## config.mk

```make
export PLATFORM = sky130hd
export DESIGN_NAME = olist_cell
export DESIGN_NICKNAME = d
export VERILOG_FILES = /design/src/hw/rtl/ordered_list_engine_core_assert.svh /design/src/hw/rtl/olist_pkg.sv /design/src/hw/rtl/olist_cell.sv
export SDC_FILE = /design/constraint.sdc
export NUM_CORES = 1
export LEC_CHECK = 0
export ABC_AREA = 0
export BUFFER_PORTS_ARGS = -buffer_cell sky130_fd_sc_hd__buf_2
export CORE_MARGIN = 10
export CORE_UTILIZATION = 39
export CTS_BUF_LIST = sky130_fd_sc_hd__clkbuf_8
export CTS_CLUSTER_SIZE = 14
export DETAILED_ROUTE_END_ITERATION = 10
export PLACE_DENSITY = 0.87
export SLEW_MARGIN = 20
export SYNTH_ARGS = -nofsm -noshare
export SYNTH_HDL_FRONTEND = slang
export SYNTH_SLANG_ARGS = --single-unit
```

## constraint.sdc

```tcl
create_clock -name clock -period 5.59 [get_ports clock]
set_input_delay 1.677 -clock clock [delete_from_list [all_inputs] [get_ports clock]]
set_output_delay 1.677 -clock clock [all_outputs]
set_load 0.02 [all_outputs]
```

## src/hw/rtl/ordered_list_engine_core_assert.svh

```systemverilog
// Assertion macros for the ordered list engine.
// Each macro takes a label, clock, reset, antecedent, consequent and message.
`ifndef ORDERED_LIST_ENGINE_CORE_ASSERT_SVH
`define ORDERED_LIST_ENGINE_CORE_ASSERT_SVH

// same-cycle implication
`define OLE_ASSERT_NOW(label, clk, rst, ante, cons, msg) \
   label: assert property (@(posedge clk) disable iff (rst) (ante) |-> (cons)) \
      else $error(msg);

// next-cycle implication
`define OLE_ASSERT_NXT(label, clk, rst, ante, cons, msg) \
   label: assert property (@(posedge clk) disable iff (rst) (ante) |=> (cons)) \
      else $error(msg);

`endif

```

## src/hw/rtl/olist_pkg.sv

```systemverilog
`default_nettype none

package olist_pkg;

   localparam int CAPACITY_DEF = 128;
   localparam int DATA_W       = 32;

   localparam logic [1:0] CMD_INSERT = 2'd0;
   localparam logic [1:0] CMD_DELETE = 2'd1;
   localparam logic [1:0] CMD_LOCATE = 2'd2;
   localparam logic [1:0] CMD_GET    = 2'd3;

   localparam logic [1:0] ST_OK    = 2'd0;
   localparam logic [1:0] ST_FULL  = 2'd1;
   localparam logic [1:0] ST_EMPTY = 2'd2;
   localparam logic [1:0] ST_RANGE = 2'd3;

   // what every cell of the chain does this cycle
   localparam logic [1:0] CELL_HOLD = 2'd0;
   localparam logic [1:0] CELL_INS  = 2'd1;
   localparam logic [1:0] CELL_DEL  = 2'd2;
   localparam logic [1:0] CELL_ROT  = 2'd3;

   typedef struct packed {
      logic [1:0]               cmd;
      logic [7:0]               position;
      logic signed [DATA_W-1:0] value;
   } req_type;

   typedef struct packed {
      logic [1:0]               status;
      logic signed [DATA_W-1:0] value_out;
      logic [7:0]               found_position;
      logic [7:0]               count;
   } rsp_type;

   typedef struct packed {
      logic [1:0] op;
   } cell_ctrl_type;

endpackage

`default_nettype wire

```

## src/hw/rtl/olist_cell.sv

```systemverilog
`default_nettype none

// One list slot. Insert takes the left neighbor above the insert point,
// delete and rotate take the right neighbor.
module olist_cell #(
   parameter int             IW  = 7,
   parameter logic [IW-1:0]  IDX = '0
) (
   input  wire logic                           clock,
   input  wire olist_pkg::cell_ctrl_type       ctrl,
   input  wire logic [IW-1:0]                  pos,
   input  wire logic [olist_pkg::DATA_W-1:0]   left_data,
   input  wire logic [olist_pkg::DATA_W-1:0]   right_data,
   input  wire logic [olist_pkg::DATA_W-1:0]   new_data,
   output      logic [olist_pkg::DATA_W-1:0]   data_out
);

   logic [olist_pkg::DATA_W-1:0] data_ff;
   logic [olist_pkg::DATA_W-1:0] data_in;

   always_comb begin
      data_in = data_ff;
      case (ctrl.op)
         olist_pkg::CELL_INS: begin
            if (IDX > pos) begin
               data_in = left_data;
            end else if (IDX == pos) begin
               data_in = new_data;
            end
         end
         olist_pkg::CELL_DEL: begin
            if (IDX >= pos) begin
               data_in = right_data;
            end
         end
         olist_pkg::CELL_ROT: begin
            data_in = right_data;
         end
         default: begin
            data_in = data_ff;
         end
      endcase
   end

   always_ff @(posedge clock) begin
      data_ff <= data_in;
   end

   assign data_out = data_ff;

endmodule

`default_nettype wire

```

== Word-level counts from Yosys, hierarchy flattened ==
Index checks and enable logic that the tools add are counted.

* Flip-flop bits (word level): 32
* Input port bits: 106

* Magnitude comparators: 2
* Muxes and demuxes: 4
* Reduce and logical (&&, ||, !) cells: 3
* Equality and inequality tests: 5

{| class="wikitable"
|+ Operators with widths
! kind !! number
|-
| 2-to-1 mux 32 bit || 3
|-
| case mux 32 bit (3 select lines) || 1
|-
| >= comparator 1 x 7 -> 1 bit, first input constant || 1
|-
| > comparator 1 x 7 -> 1 bit, first input constant || 1
|-
| zero test 7 bit || 1
|-
| equality test 2 bit, second input constant || 2
|-
| inequality test 3 bit, second input constant || 1
|-
| AND reduction 3 bit || 1
|-
| nonzero test 3 bit || 1
|-
| equality test 2 x 1 -> 1 bit, second input constant || 1
|-
| inequality test 2 bit, second input constant || 1
|}

== Logic depth before layout (Yosys ltp) ==
* Depth in word-level cells: 4
* Gate-level depth with buffers: 4
* Gate-level depth less buffers: 2

== Least setup slack after synthesis ==
No wires, ideal clock.

* Path kind: input -> register
* Start: input port pos[1]
* End: register data_ff (netlist bit data_out[0]) (enable)
* Setup slack: 1.454 ns
* Arrival: 3.712 ns
* Stages: 2
* Path buffers: 0
* Data required time: 5.166 ns
* Library setup time: 0.424 ns
* Cell sequence: or4_4 o31ai_2

* Cells in the longest elaborated chain, start to end: 3

{| class="wikitable"
|+ Ends and longest elaborated chain
! item !! line !! text
|-
| start, declared || olist_cell.sv:11 || <nowiki>input wire logic [IW-1:0] pos,</nowiki>
|-
| > comparator 1 x 7 -> 1 bit (tied with other cells) || olist_cell.sv:25 || <nowiki>if (IDX > pos) begin</nowiki>
|-
| inequality test 3 bit (no source line) or inequality test 2 bit (tied branches) || - ||
|-
| AND reduction 3 bit (no source line) (*) || - ||
|-
| end signal, assigned || olist_cell.sv:46 || <nowiki>data_ff <= data_in;</nowiki>
|-
| end, declared || olist_cell.sv:18 || <nowiki>logic [olist_pkg::DATA_W-1:0] data_ff;</nowiki>
|}

Mark *: on every way between the ends. The rest lies on a longest branch, timed or not.
A chain may end at the register's enable or synchronous reset.

== Worst setup path after layout ==
* Start: input port ctrl[1] (netlist name)
* End: register data_ff (netlist bit data_out[5]) (enable)

* Cells in the longest elaborated chain, start to end: 3

{| class="wikitable"
|+ Ends and longest elaborated chain
! item !! line !! text
|-
| start, declared || olist_cell.sv:10 || <nowiki>input wire olist_pkg::cell_ctrl_type ctrl,</nowiki>
|-
| equality test 2 x 1 -> 1 bit or equality test 2 bit (tied branches) || olist_cell.sv:23 || <nowiki>case (ctrl.op)</nowiki>
|-
| inequality test 3 bit (no source line) (tied with other cells) || - ||
|-
| AND reduction 3 bit (no source line) (*) || - ||
|}

Marked as above.

==> qor.csv <==
stage,metric,value,unit
clock_network,"Setup Fix Bufs, Post-CTS",0,
clock_network,Clock Tree Buf Depth,2,
yosys,Synth Area in XOR/XNOR,0,
final_layout,number of flip-flops in the largest register,32,
setup_path,crit path kind,input port to register,
status,status,finished clean,
floorplanning,# IOs,138,
clock_network,# resized after CTS,0,
sta,Slew Limit Fails,0,
power_and_ir_drop,total power draw,592,uW
global_routing,vias in the first global route,1168,
global_routing,initial antenna violation count,0,
clock_network,"Hold-fix buffers, CTS",0,
power_and_ir_drop,maximum vdd drop,0.000179,V
clock_network,clock root buffer master,clkbuf_8,
yosys,"Seq/Total Area, Yosys",0.697,
yosys,mux share of post-synthesis cell area,0.261,
placement,IO buf count,105,
final_layout,diode count,0,
clock_network,clk slew on worst S/H paths,0.07,ns
global_routing,largest net degree at the start of global routing,35,
routing,Wirelength per Cell,16.0,um
placement,RePlAce Congestion,0.743,
placement,HPWL Detailed,3020,um
setup_path,kind of cell adding the most delay to the critical path,buffers and inverters,
yosys,Synth Area per Inst,18.9,um2
power_and_ir_drop,Leakage Power,0.000918,uW
yosys,synth warn,0,
clock_network,CTS Sinks,32,
yosys,largest family of logic cells by synthesized area,multiplexers,
sta,ratio of final minimum period to clock period,0.566,
yosys,simple-gate portion of the synthesized area,0.0181,
final_layout,area delta synth->final,49.8,%
floorplanning,CORE AREA,3390,um2
worst_hold_path,Hold Crit Depth,2,
global_routing,gr ovfl total,0,
setup_path,"Req. time, crit path",5.52,ns
placement,Area after DPL,1960,um2
routing,initial DRC count,17,
setup_path,Worst setup EP type,register,
sta,crit path time final,3.17,ns
sta,fmax,316,MHz
setup_path,Critical Path AT,3.10,ns
floorplanning,FP Rows,21,
yosys,Post-Syn Area,1380,um2
sta,Final Hold Vio Count,0,
clock_network,CTS Buf Count,5,
flow_run,max cap viols,0,
setup_path,startpoint types,input port,
sta,Worst Tran Pin Value,0.732,ns
yosys,Compound-Gate Fraction of Synth Area,0.00907,
worst_hold_path,Hold Crit Start,new_data[30],
setup_path,maximum fanout along the worst path,34,
routing,DR DRC count,0,
setup_path,Crit path buffers/inverters,2,
final_layout,fin nets,288,
yosys,post-synthesis cell count,73,
sta,total negative slack,0,ns
clock_network,CTS tree,yes,
sta,Rel. slew slack,0.512,
final_layout,share of cells above drive strength 1,0.650,
setup_path,Crit-path slowest cell,buf_2,
floorplanning,Die ar.,6310,um2
final_layout,design area,2070,um2
worst_hold_path,worst hold-check path type,input port to register,
placement,placed cells,221,
routing,vias per cell,4.45,
floorplanning,Die Span X,79.5,um
yosys,Yosys reg bits,32,
clock_network,Max H-tree Level,2,
routing,total number of vias,1019,
setup_path,crit path cell chain,buf_2 -> nor2_1 -> o31ai_4 -> buf_4,
routing,final antenna-violating net count,0,
floorplanning,Die Y-Extent,79.5,um
final_layout,Finished Layout Cells,229,
power_and_ir_drop,power density cells,287,nW/um2
worst_hold_path,hold endpoint,data_out[30],
sta,# setup viols final,0,
global_routing,first-pass GRT wire length,5530,um
global_routing,Tot GR Track Use,0.115,
yosys,Synth Net Count,179,
routing,final wirelength,3660,um
sta,RSZ-0062 raised after global routing,no,
yosys,"Distinct cells, synth",9,
yosys,Post-Synth Adder-Cell Area,0,
floorplanning,Starting Density,0.407,
routing,drt pass-1 iters,2,
setup_path,Worst path max stage delay,0.57,ns
final_layout,Layout Utilization,0.609,
## worst max path at each step
stage / startpoint / to / slack [ns] / cells after the start
3_5_place_dp: ctrl[1] / data_out[15] / 2.09 / 4
2_1_floorplan: pos[1] / data_out[0] / 1.45 / 2
3_3_place_gp: ctrl[1] / data_out[13] / 2.11 / 4
4_1_cts: ctrl[1] / data_out[5] / 2.39 / 4
5_1_grt: ctrl[1] / data_out[5] / 2.28 / 4
6_report: ctrl[1] / data_out[5] / 2.42 / 4
## where the power goes
group	leakage, uW	total (uW)	switching [uW]	internal, uW
sequential	0.000301	290	3.95	287
clock	0.0000593	209	78.8	130
combinational	0.000559	92.4	49.9	42.6
## metal layers
layer,part of all wire,wire length (um),up-vias,GRT usage
li1,-,-,501,-
met1,0.34,1240,456,0.0940
met2,0.52,1890,56,0.207
met3,0.12,440,6,0.0800
met4,0.021,78,0,0.0448
met5,0,0,-,0
## cell usage after synthesis
master,count,area [um2]
edfxtp_1,32,961
nor2_1,1,3.75
o31ai_2,1,12.5
or3_1,1,6.26
or4_4,1,11.3
mux2_2,4,45.0
mux2_1,28,315
buf_2,4,20.0
nand2_1,1,3.75
## placed cells by master, fill, tap and decap left out
master / n
clkbuf_8: 5
clkinv_2: 1
inv_1: 1
buf_4: 1
o31ai_4: 1
mux2_2: 4
edfxtp_1: 32
buf_2: 105
or4_4: 1
mux2_1: 28
nand2_1: 1
nor2_1: 1
or3_1: 1
bufinv_16: 1
## cell families (layout without fill, tap and decap cells)
group,after synthesis,in the layout
muxes,32,32
AOI/OAI and AO/OA,1,1
and+or+nand+nor,4,4
buffers and inverters,4,114
DFF,32,32
## through the flow
step / hold slack [ns] / setup WS (ns)
floorplan: 1.88 / 1.45
global placement: 1.96 / 2.11
detailed placement: 1.96 / 2.09
CTS: 1.67 / 2.39
global route: 1.67 / 2.28
finish: 1.68 / 2.42
## final cells by class
type,count,area (um2)
multi-input combinational,37,407
sequential,32,961
tap,46,57.6
timing repair buffer,106,533
fill,275,1320
clock inverter,3,38.8
clock buffer,5,68.8
Power figures use the tool's default switching activity.
